## config.mk

```make
export PLATFORM = sky130hd
export DESIGN_NAME = aes_key_expand
export DESIGN_NICKNAME = d
export VERILOG_FILES = /design/src/hdl/aes128_block_cipher_macros.svh /design/src/hdl/aes_pkg.sv /design/src/hdl/aes_key_expand.sv
export SDC_FILE = /design/constraint.sdc
export NUM_CORES = 2
export LEC_CHECK = 0
export BUFFER_PORTS_ARGS = -buffer_cell sky130_fd_sc_hd__buf_2
export CORE_MARGIN = 2
export CORE_UTILIZATION = 53
export CTS_CLUSTER_SIZE = 28
export DETAILED_ROUTE_END_ITERATION = 12
export PLACE_DENSITY = 0.69
export SLEW_MARGIN = 40
export SYNTH_ARGS = -nofsm -noshare
export SYNTH_HDL_FRONTEND = slang
export SYNTH_SLANG_ARGS = --single-unit
```

## constraint.sdc

```tcl
create_clock -name clk -period 11.5 [get_ports clk]
set_input_delay 0.575 -clock clk [delete_from_list [all_inputs] [get_ports clk]]
set_output_delay 0.575 -clock clk [all_outputs]
set_load 0.005 [all_outputs]
```

## src/hdl/aes128_block_cipher_macros.svh

```systemverilog
// Assertion macros for the AES-128 block cipher.
`ifndef AES128_BLOCK_CIPHER_MACROS_SVH
`define AES128_BLOCK_CIPHER_MACROS_SVH
`ifndef SYNTHESIS
`define AES_ASSERT_IMP(label, clk, rst_n, a, c, msg) \
    label: assert property (@(posedge clk) disable iff (!rst_n) (a) |-> (c)) else $error(msg);
`define AES_ASSERT_NEXT(label, clk, rst_n, a, c, msg) \
    label: assert property (@(posedge clk) disable iff (!rst_n) (a) |=> (c)) else $error(msg);
`else
`define AES_ASSERT_IMP(label, clk, rst_n, a, c, msg)
`define AES_ASSERT_NEXT(label, clk, rst_n, a, c, msg)
`endif
`endif

```

## src/hdl/aes_pkg.sv

```systemverilog
// ----------------------------------------------------------------------------
// AES package
// Shared types, constants and GF(2^8) functions of the AES-128 cipher.
// ----------------------------------------------------------------------------
package aes_pkg;

    localparam int NumWords  = 44;
    localparam int NumRounds = 10;

    localparam logic REQ_ENCRYPT = 1'b0;
    localparam logic REQ_DECRYPT = 1'b1;

    localparam logic [0:0] REG_KEY_HIGH = 1'b0;
    localparam logic [0:0] REG_KEY_LOW  = 1'b1;

    typedef logic [7:0]   byte_t;
    typedef logic [31:0]  word_t;
    typedef logic [127:0] block_t;
    typedef logic [5:0]   widx_t;

    typedef struct packed {
        logic  load;
        logic  decrypt;
        logic  last;
        logic  skip_mix;
    } cell_ctl_t;

    function automatic byte_t sbox(input byte_t a);
        byte_t t [256] = '{
            8'h63,8'h7c,8'h77,8'h7b,8'hf2,8'h6b,8'h6f,8'hc5,8'h30,8'h01,8'h67,8'h2b,8'hfe,8'hd7,8'hab,8'h76,
            8'hca,8'h82,8'hc9,8'h7d,8'hfa,8'h59,8'h47,8'hf0,8'had,8'hd4,8'ha2,8'haf,8'h9c,8'ha4,8'h72,8'hc0,
            8'hb7,8'hfd,8'h93,8'h26,8'h36,8'h3f,8'hf7,8'hcc,8'h34,8'ha5,8'he5,8'hf1,8'h71,8'hd8,8'h31,8'h15,
            8'h04,8'hc7,8'h23,8'hc3,8'h18,8'h96,8'h05,8'h9a,8'h07,8'h12,8'h80,8'he2,8'heb,8'h27,8'hb2,8'h75,
            8'h09,8'h83,8'h2c,8'h1a,8'h1b,8'h6e,8'h5a,8'ha0,8'h52,8'h3b,8'hd6,8'hb3,8'h29,8'he3,8'h2f,8'h84,
            8'h53,8'hd1,8'h00,8'hed,8'h20,8'hfc,8'hb1,8'h5b,8'h6a,8'hcb,8'hbe,8'h39,8'h4a,8'h4c,8'h58,8'hcf,
            8'hd0,8'hef,8'haa,8'hfb,8'h43,8'h4d,8'h33,8'h85,8'h45,8'hf9,8'h02,8'h7f,8'h50,8'h3c,8'h9f,8'ha8,
            8'h51,8'ha3,8'h40,8'h8f,8'h92,8'h9d,8'h38,8'hf5,8'hbc,8'hb6,8'hda,8'h21,8'h10,8'hff,8'hf3,8'hd2,
            8'hcd,8'h0c,8'h13,8'hec,8'h5f,8'h97,8'h44,8'h17,8'hc4,8'ha7,8'h7e,8'h3d,8'h64,8'h5d,8'h19,8'h73,
            8'h60,8'h81,8'h4f,8'hdc,8'h22,8'h2a,8'h90,8'h88,8'h46,8'hee,8'hb8,8'h14,8'hde,8'h5e,8'h0b,8'hdb,
            8'he0,8'h32,8'h3a,8'h0a,8'h49,8'h06,8'h24,8'h5c,8'hc2,8'hd3,8'hac,8'h62,8'h91,8'h95,8'he4,8'h79,
            8'he7,8'hc8,8'h37,8'h6d,8'h8d,8'hd5,8'h4e,8'ha9,8'h6c,8'h56,8'hf4,8'hea,8'h65,8'h7a,8'hae,8'h08,
            8'hba,8'h78,8'h25,8'h2e,8'h1c,8'ha6,8'hb4,8'hc6,8'he8,8'hdd,8'h74,8'h1f,8'h4b,8'hbd,8'h8b,8'h8a,
            8'h70,8'h3e,8'hb5,8'h66,8'h48,8'h03,8'hf6,8'h0e,8'h61,8'h35,8'h57,8'hb9,8'h86,8'hc1,8'h1d,8'h9e,
            8'he1,8'hf8,8'h98,8'h11,8'h69,8'hd9,8'h8e,8'h94,8'h9b,8'h1e,8'h87,8'he9,8'hce,8'h55,8'h28,8'hdf,
            8'h8c,8'ha1,8'h89,8'h0d,8'hbf,8'he6,8'h42,8'h68,8'h41,8'h99,8'h2d,8'h0f,8'hb0,8'h54,8'hbb,8'h16
        };
        return t[a];
    endfunction

    function automatic byte_t inv_sbox(input byte_t a);
        byte_t t [256] = '{
            8'h52,8'h09,8'h6a,8'hd5,8'h30,8'h36,8'ha5,8'h38,8'hbf,8'h40,8'ha3,8'h9e,8'h81,8'hf3,8'hd7,8'hfb,
            8'h7c,8'he3,8'h39,8'h82,8'h9b,8'h2f,8'hff,8'h87,8'h34,8'h8e,8'h43,8'h44,8'hc4,8'hde,8'he9,8'hcb,
            8'h54,8'h7b,8'h94,8'h32,8'ha6,8'hc2,8'h23,8'h3d,8'hee,8'h4c,8'h95,8'h0b,8'h42,8'hfa,8'hc3,8'h4e,
            8'h08,8'h2e,8'ha1,8'h66,8'h28,8'hd9,8'h24,8'hb2,8'h76,8'h5b,8'ha2,8'h49,8'h6d,8'h8b,8'hd1,8'h25,
            8'h72,8'hf8,8'hf6,8'h64,8'h86,8'h68,8'h98,8'h16,8'hd4,8'ha4,8'h5c,8'hcc,8'h5d,8'h65,8'hb6,8'h92,
            8'h6c,8'h70,8'h48,8'h50,8'hfd,8'hed,8'hb9,8'hda,8'h5e,8'h15,8'h46,8'h57,8'ha7,8'h8d,8'h9d,8'h84,
            8'h90,8'hd8,8'hab,8'h00,8'h8c,8'hbc,8'hd3,8'h0a,8'hf7,8'he4,8'h58,8'h05,8'hb8,8'hb3,8'h45,8'h06,
            8'hd0,8'h2c,8'h1e,8'h8f,8'hca,8'h3f,8'h0f,8'h02,8'hc1,8'haf,8'hbd,8'h03,8'h01,8'h13,8'h8a,8'h6b,
            8'h3a,8'h91,8'h11,8'h41,8'h4f,8'h67,8'hdc,8'hea,8'h97,8'hf2,8'hcf,8'hce,8'hf0,8'hb4,8'he6,8'h73,
            8'h96,8'hac,8'h74,8'h22,8'he7,8'had,8'h35,8'h85,8'he2,8'hf9,8'h37,8'he8,8'h1c,8'h75,8'hdf,8'h6e,
            8'h47,8'hf1,8'h1a,8'h71,8'h1d,8'h29,8'hc5,8'h89,8'h6f,8'hb7,8'h62,8'h0e,8'haa,8'h18,8'hbe,8'h1b,
            8'hfc,8'h56,8'h3e,8'h4b,8'hc6,8'hd2,8'h79,8'h20,8'h9a,8'hdb,8'hc0,8'hfe,8'h78,8'hcd,8'h5a,8'hf4,
            8'h1f,8'hdd,8'ha8,8'h33,8'h88,8'h07,8'hc7,8'h31,8'hb1,8'h12,8'h10,8'h59,8'h27,8'h80,8'hec,8'h5f,
            8'h60,8'h51,8'h7f,8'ha9,8'h19,8'hb5,8'h4a,8'h0d,8'h2d,8'he5,8'h7a,8'h9f,8'h93,8'hc9,8'h9c,8'hef,
            8'ha0,8'he0,8'h3b,8'h4d,8'hae,8'h2a,8'hf5,8'hb0,8'hc8,8'heb,8'hbb,8'h3c,8'h83,8'h53,8'h99,8'h61,
            8'h17,8'h2b,8'h04,8'h7e,8'hba,8'h77,8'hd6,8'h26,8'he1,8'h69,8'h14,8'h63,8'h55,8'h21,8'h0c,8'h7d
        };
        return t[a];
    endfunction

    function automatic byte_t xtime(input byte_t v);
        return {v[6:0], 1'b0} ^ (v[7] ? 8'h1b : 8'h00);
    endfunction

    function automatic word_t sub_word(input word_t x);
        return {sbox(x[31:24]), sbox(x[23:16]), sbox(x[15:8]), sbox(x[7:0])};
    endfunction

    function automatic byte_t rcon(input logic [3:0] i);
        byte_t r;
        case (i)
            4'd0:    r = 8'h01;
            4'd1:    r = 8'h02;
            4'd2:    r = 8'h04;
            4'd3:    r = 8'h08;
            4'd4:    r = 8'h10;
            4'd5:    r = 8'h20;
            4'd6:    r = 8'h40;
            4'd7:    r = 8'h80;
            4'd8:    r = 8'h1b;
            4'd9:    r = 8'h36;
            default: r = 8'h00;
        endcase
        return r;
    endfunction

endpackage

```

## src/hdl/aes_key_expand.sv

```systemverilog
// ----------------------------------------------------------------------------
// AES key expansion
// Produces one round-key word per cycle into the round-key memory while busy.
// ----------------------------------------------------------------------------
module aes_key_expand (
    input  logic          clk,
    input  logic          rst_n,
    input  logic          start,
    input  logic [127:0]  key,
    input  aes_pkg::widx_t rd_addr,
    output aes_pkg::word_t rd_data,
    output logic          busy
);
    import aes_pkg::*;

    word_t mem [NumWords];
    word_t win_reg [4];
    word_t win_next [4];
    widx_t cnt_reg;
    widx_t cnt_next;
    logic  busy_reg;
    logic  busy_next;
    word_t t;
    word_t nw;
    word_t rd_reg;

    always_comb
    begin
        t = {win_reg[3][23:0], win_reg[3][31:24]};
        t = sub_word(t) ^ {rcon(cnt_reg[5:2] - 4'd1), 24'd0};
        if (cnt_reg < 6'd4)
            nw = key[127-32*cnt_reg[1:0] -: 32];
        else if (cnt_reg[1:0] == 2'd0)
            nw = win_reg[0] ^ t;
        else
            nw = win_reg[0] ^ win_reg[3];
        win_next[0] = win_reg[1];
        win_next[1] = win_reg[2];
        win_next[2] = win_reg[3];
        win_next[3] = nw;
        busy_next = busy_reg;
        cnt_next  = cnt_reg;
        if (start)
        begin
            busy_next = 1'b1;
            cnt_next  = '0;
        end
        else if (busy_reg)
        begin
            cnt_next = cnt_reg + 6'd1;
            if (cnt_reg == 6'(NumWords - 1))
                busy_next = 1'b0;
        end
    end

    always_ff @(posedge clk or negedge rst_n)
    begin
        if (!rst_n)
        begin
            busy_reg <= 1'b0;
            cnt_reg  <= '0;
        end
        else
        begin
            busy_reg <= busy_next;
            cnt_reg  <= cnt_next;
        end
    end

    always_ff @(posedge clk)
    begin
        if (busy_reg && !start)
        begin
            win_reg     <= win_next;
            mem[cnt_reg] <= nw;
        end
        rd_reg <= mem[rd_addr];
    end

    assign rd_data = rd_reg;
    assign busy    = busy_reg;

endmodule

```

==> results.yml <==
run_status:
  outcome: "finished clean"
setup_path:
  path_class: "reg -> reg"
  critPathMaxFanout: 45
  cp-end-kind: "flip-flop"
  cp-start-kind: "flip-flop"
  critPathRequiredTime_ns: 12.01
  cp.arrival_ns: 5.67
logic_synthesis:
  synth_async_sr_flop_share_pct: 0.444
  netlist_area_mm2: 0.0741
  yosysSeqAreaShare_pct: 63.4
  yosys_warnings: 0
  yosys.area.top_type_share_pct: 62.3
  avgSynthCellArea_um2: 15.9
  synthTopCellsByArea: "edfxtp_1, mux4_2, o21ai_0"
  synth_top_cell_by_area: "edfxtp_1"
  syn_nets: 4867
  synth_flop_cell: "edfxtp_1"
  synthDistinctLibCells: 96
  synth_edf_count: 1536
  synthCells: 4663
  synth-seq-cells: 1575
power:
  irDropWorstVdd_mv: 0.161
  p_leak_uw: 0.0269
  power_density_mw_per_mm2: 176
layout:
  seq_area_mm2: 0.0469
  multi_input_area_mm2: 0.0258
  fillCellCount: 10300
  utilization_pct: 59.5
  final_cell_area_mm2: 0.0828
  final_nets: 4950
  top_register: "mem"
  drive_above_1_share_pct: 25.2
  area_delta_synth_final_pct: 11.7
  largest_reg_flops: 1408
floorplanning:
  placeableCoreArea_mm2: 0.139
  die_w_um: 378
  num_io_pins: 170
  dieArea_mm2: 0.143
  start_util_pct: 53.2
  num_rows: 137
  die_h_um: 378
global_routing:
  antenna_found_initial: 8
  grt_max_degree: 124
  grt_pass1_wl_um: 319000
  grt_remaining_overflow: 0
  grt_usage_pct: 30.9
  grt_pass1_vias: 45300
placement:
  placed_area_mm2: 0.0776
  dp_hpwl_um: 129000
  gp_congestion: 0.984
  port_buffers: 169
timing:
  worst_pin_slew_ns: 0.902
  hold_viol: 0
  rsz0062_at_grt: "false"
  setup_tns_ns: 0
  setup_viol: 0
  max_slew_margin_pct: 39.9
  hold_ws_ns: 0.106
  slew_violations: 0
  finalCriticalPeriod_ns: 5.16
  finClkSkew_ns: 0.0396
  max_freq_mhz: 194
  finalCritPeriodShare_pct: 44.9
routing:
  wl_per_cell_um: 32.7
  vias_per_cell: 6.91
  first_iter_violations: 7656
  vias: 46600
  maxUsedRoutingLayer: "met5"
  dr_wl_met3_um: 23200
  dr.pass1.iters: 7
  wl_met2_um: 104000
  wl_met1_um: 85400
  drt_wl_total_um: 221000
  ant_nets: 0
  drc: 0
clocking:
  post_cts_buffers: 0
  cts_buffers: 155
  h-tree-depth: 4
  root_buffer: "clkbuf_16"
  cts.path.max_buffers: 3
  post_cts_resized: 0
  clk_pin_slew_ns: 0.06
  clk_latency_ns: 0.79
  tritoncts: "yes"
  cts.sinks: 1575
flow_run:
  drv_cap: 0
hold_path:
  hold_class: "in -> reg"
==> report_power, final <==
| group | total [µW] | internal [µW] | switching, µW | leakage [µW] |
|---|---|---|---|---|
| combinational | 2760 | 936 | 1830 | 0.0101 |
| clock | 5110 | 2930 | 2180 | 0.00248 |
| sequential | 6720 | 6660 | 57.0 | 0.0143 |
==> cell usage in the layout (no fill, tap or decap), types with 16 or more instances in the layout <==
| cell | netlist | layout |
|---|---|---|
| a221oi_1 | 16 | 16 |
| clkbuf_1 | 189 | 47 |
| dfxtp_1 | 32 | 32 |
| nor2_1 | 204 | 168 |
| buf_2 | 140 | 165 |
| mux4_2 | 531 | 531 |
| o311ai_0 | 34 | 34 |
| xor2_1 | 20 | 20 |
| nor2b_1 | 67 | 66 |
| buf_8 | 0 | 26 |
| mux2i_1 | 97 | 97 |
| o21a_1 | 16 | 16 |
| a31oi_1 | 71 | 66 |
| o22ai_1 | 16 | 16 |
| nand3_1 | 73 | 72 |
| a211oi_1 | 37 | 37 |
| o221ai_1 | 16 | 16 |
| clkinv_2 | 0 | 17 |
| clkbuf_16 | 0 | 158 |
| o31ai_1 | 28 | 27 |
| o211ai_1 | 37 | 37 |
| nand2_1 | 285 | 284 |
| and2_1 | 20 | 19 |
| nor3_1 | 81 | 73 |
| buf_4 | 19 | 117 |
| or3_1 | 17 | 17 |
| xnor2_1 | 30 | 30 |
| inv_1 | 35 | 32 |
| nor2_4 | 2 | 38 |
| edfxtp_1 | 1536 | 1536 |
| clkinv_1 | 5 | 25 |
| and3_1 | 17 | 17 |
| a311oi_1 | 30 | 30 |
| o21ai_0 | 239 | 232 |
| a21o_1 | 17 | 17 |
| or2_2 | 25 | 25 |
| a21oi_1 | 184 | 180 |
| ha_1 | 66 | 65 |
| nand2b_1 | 83 | 83 |
==> worst max-delay path: stages, from the launching register on <==
cell	delay (ns)
edfxtp_1	0.32
buf_4	0.39
inv_1	0.34
ha_1	0.89
and2_1	0.30
o21ai_0	0.15
o21a_1	0.18
mux4_2	0.46
o22ai_1	0.33
a311o_1	0.44
mux2_1	0.38
nor3_2	0.22
buf_4	0.42
==> Yosys cell counts (all sizes together), types with 10 or more instances <==
| cell | number |
|---|---|
| edfxtp | 1536 |
| mux4 | 531 |
| nand2 | 286 |
| o21ai | 255 |
| buf | 212 |
| nor2 | 212 |
| clkbuf | 189 |
| a21oi | 184 |
| mux2i | 97 |
| nand2b | 84 |
| nor3 | 83 |
| nand3 | 73 |
| a31oi | 71 |
| nor2b | 67 |
| ha | 66 |
| inv | 42 |
| a211oi | 37 |
| o211ai | 37 |
| or2 | 35 |
| o311ai | 34 |
| dfxtp | 32 |
| a311oi | 30 |
| xnor2 | 30 |
| o31ai | 28 |
| and2 | 25 |
| xor2 | 20 |
| a21o | 17 |
| and3 | 17 |
| or3 | 17 |
| a221oi | 16 |
| o21a | 16 |
| o221ai | 16 |
| o22ai | 16 |
| a311o | 15 |
| nand4 | 15 |
| nor4 | 13 |
| a22oi | 12 |
| a32oi | 12 |
| mux2 | 12 |
| nand3b | 12 |
| o311a | 12 |
| a2111oi | 11 |
| a211o | 11 |
| a221o | 10 |
| nor3b | 10 |
==> layout make-up <==
class,instances,share of cell area [%]
tap,1876,2.84
timing repair buffer,327,2.85
clock buffer,214,5.14
antenna,2,0.00605
clock inverter,67,1.05
inverter,47,0.216
multi-input combinational,2640,31.2
sequential,1575,56.7
==> per-layer routing <==
layer	track usage [%]	vias to the layer above
li1	-	19100
met1	44.2	23900
met2	48.0	3115
met3	5.58	488
met4	11.3	6
met5	0	-
==> per-stage QoR <==
step / setup WS, ns / instances / power [µW]
2_1_floorplan: 2.39 / 4663 / 8560
3_3_place_gp: 6.36 / 6435 / 9460
6_report: 6.34 / 6748 / 14600
5_1_grt: 6.16 / 6747 / 15000
4_1_cts: 6.29 / 6745 / 14600
3_5_place_dp: 6.31 / 6463 / 9510
==> cell families after synthesis <==
kind of cell             synth area share [%]
AO/OA/AOI/OAI                            8.08
XOR/XNOR                                0.591
adder cells (fa/ha/maj)                  1.16
buffers and inverters                    2.73
flip-flops                               63.4
multiplexers                             17.6
AND/OR/NAND/NOR                          6.45
==> what timing repair did <==
item / in CTS / in global routing
hold endpoints to repair: 7 / 0
setup endpoints to repair: 0 / 0
hold buffers: 1 / 0
==> path summary, 6_finish.rpt <==
kind | from | end | slack (ns) | depth (start not counted)
max in group asynchronous | rst_n | cnt_reg[1]$_DFFE_PN0P_ | 11.06 | 2
min in group asynchronous | rst_n | busy$_DFF_PN0_ | 0.27 | 2
worst max register to register | win_next[41]$_DFFE_PP_ | mem[12][18]$_DFFE_PP_ | 6.34 | 12
worst min register to register | win_next[75]$_DFFE_PP_ | win_next[107]$_DFFE_PP_ | 0.41 | 0
worst min-delay path | start | cnt_reg[0]$_DFFE_PN0P_ | 0.11 | 2
worst max-delay path | win_next[41]$_DFFE_PP_ | mem[12][18]$_DFFE_PP_ | 6.34 | 12
No activity file was read; power rests on OpenSTA's default activity.
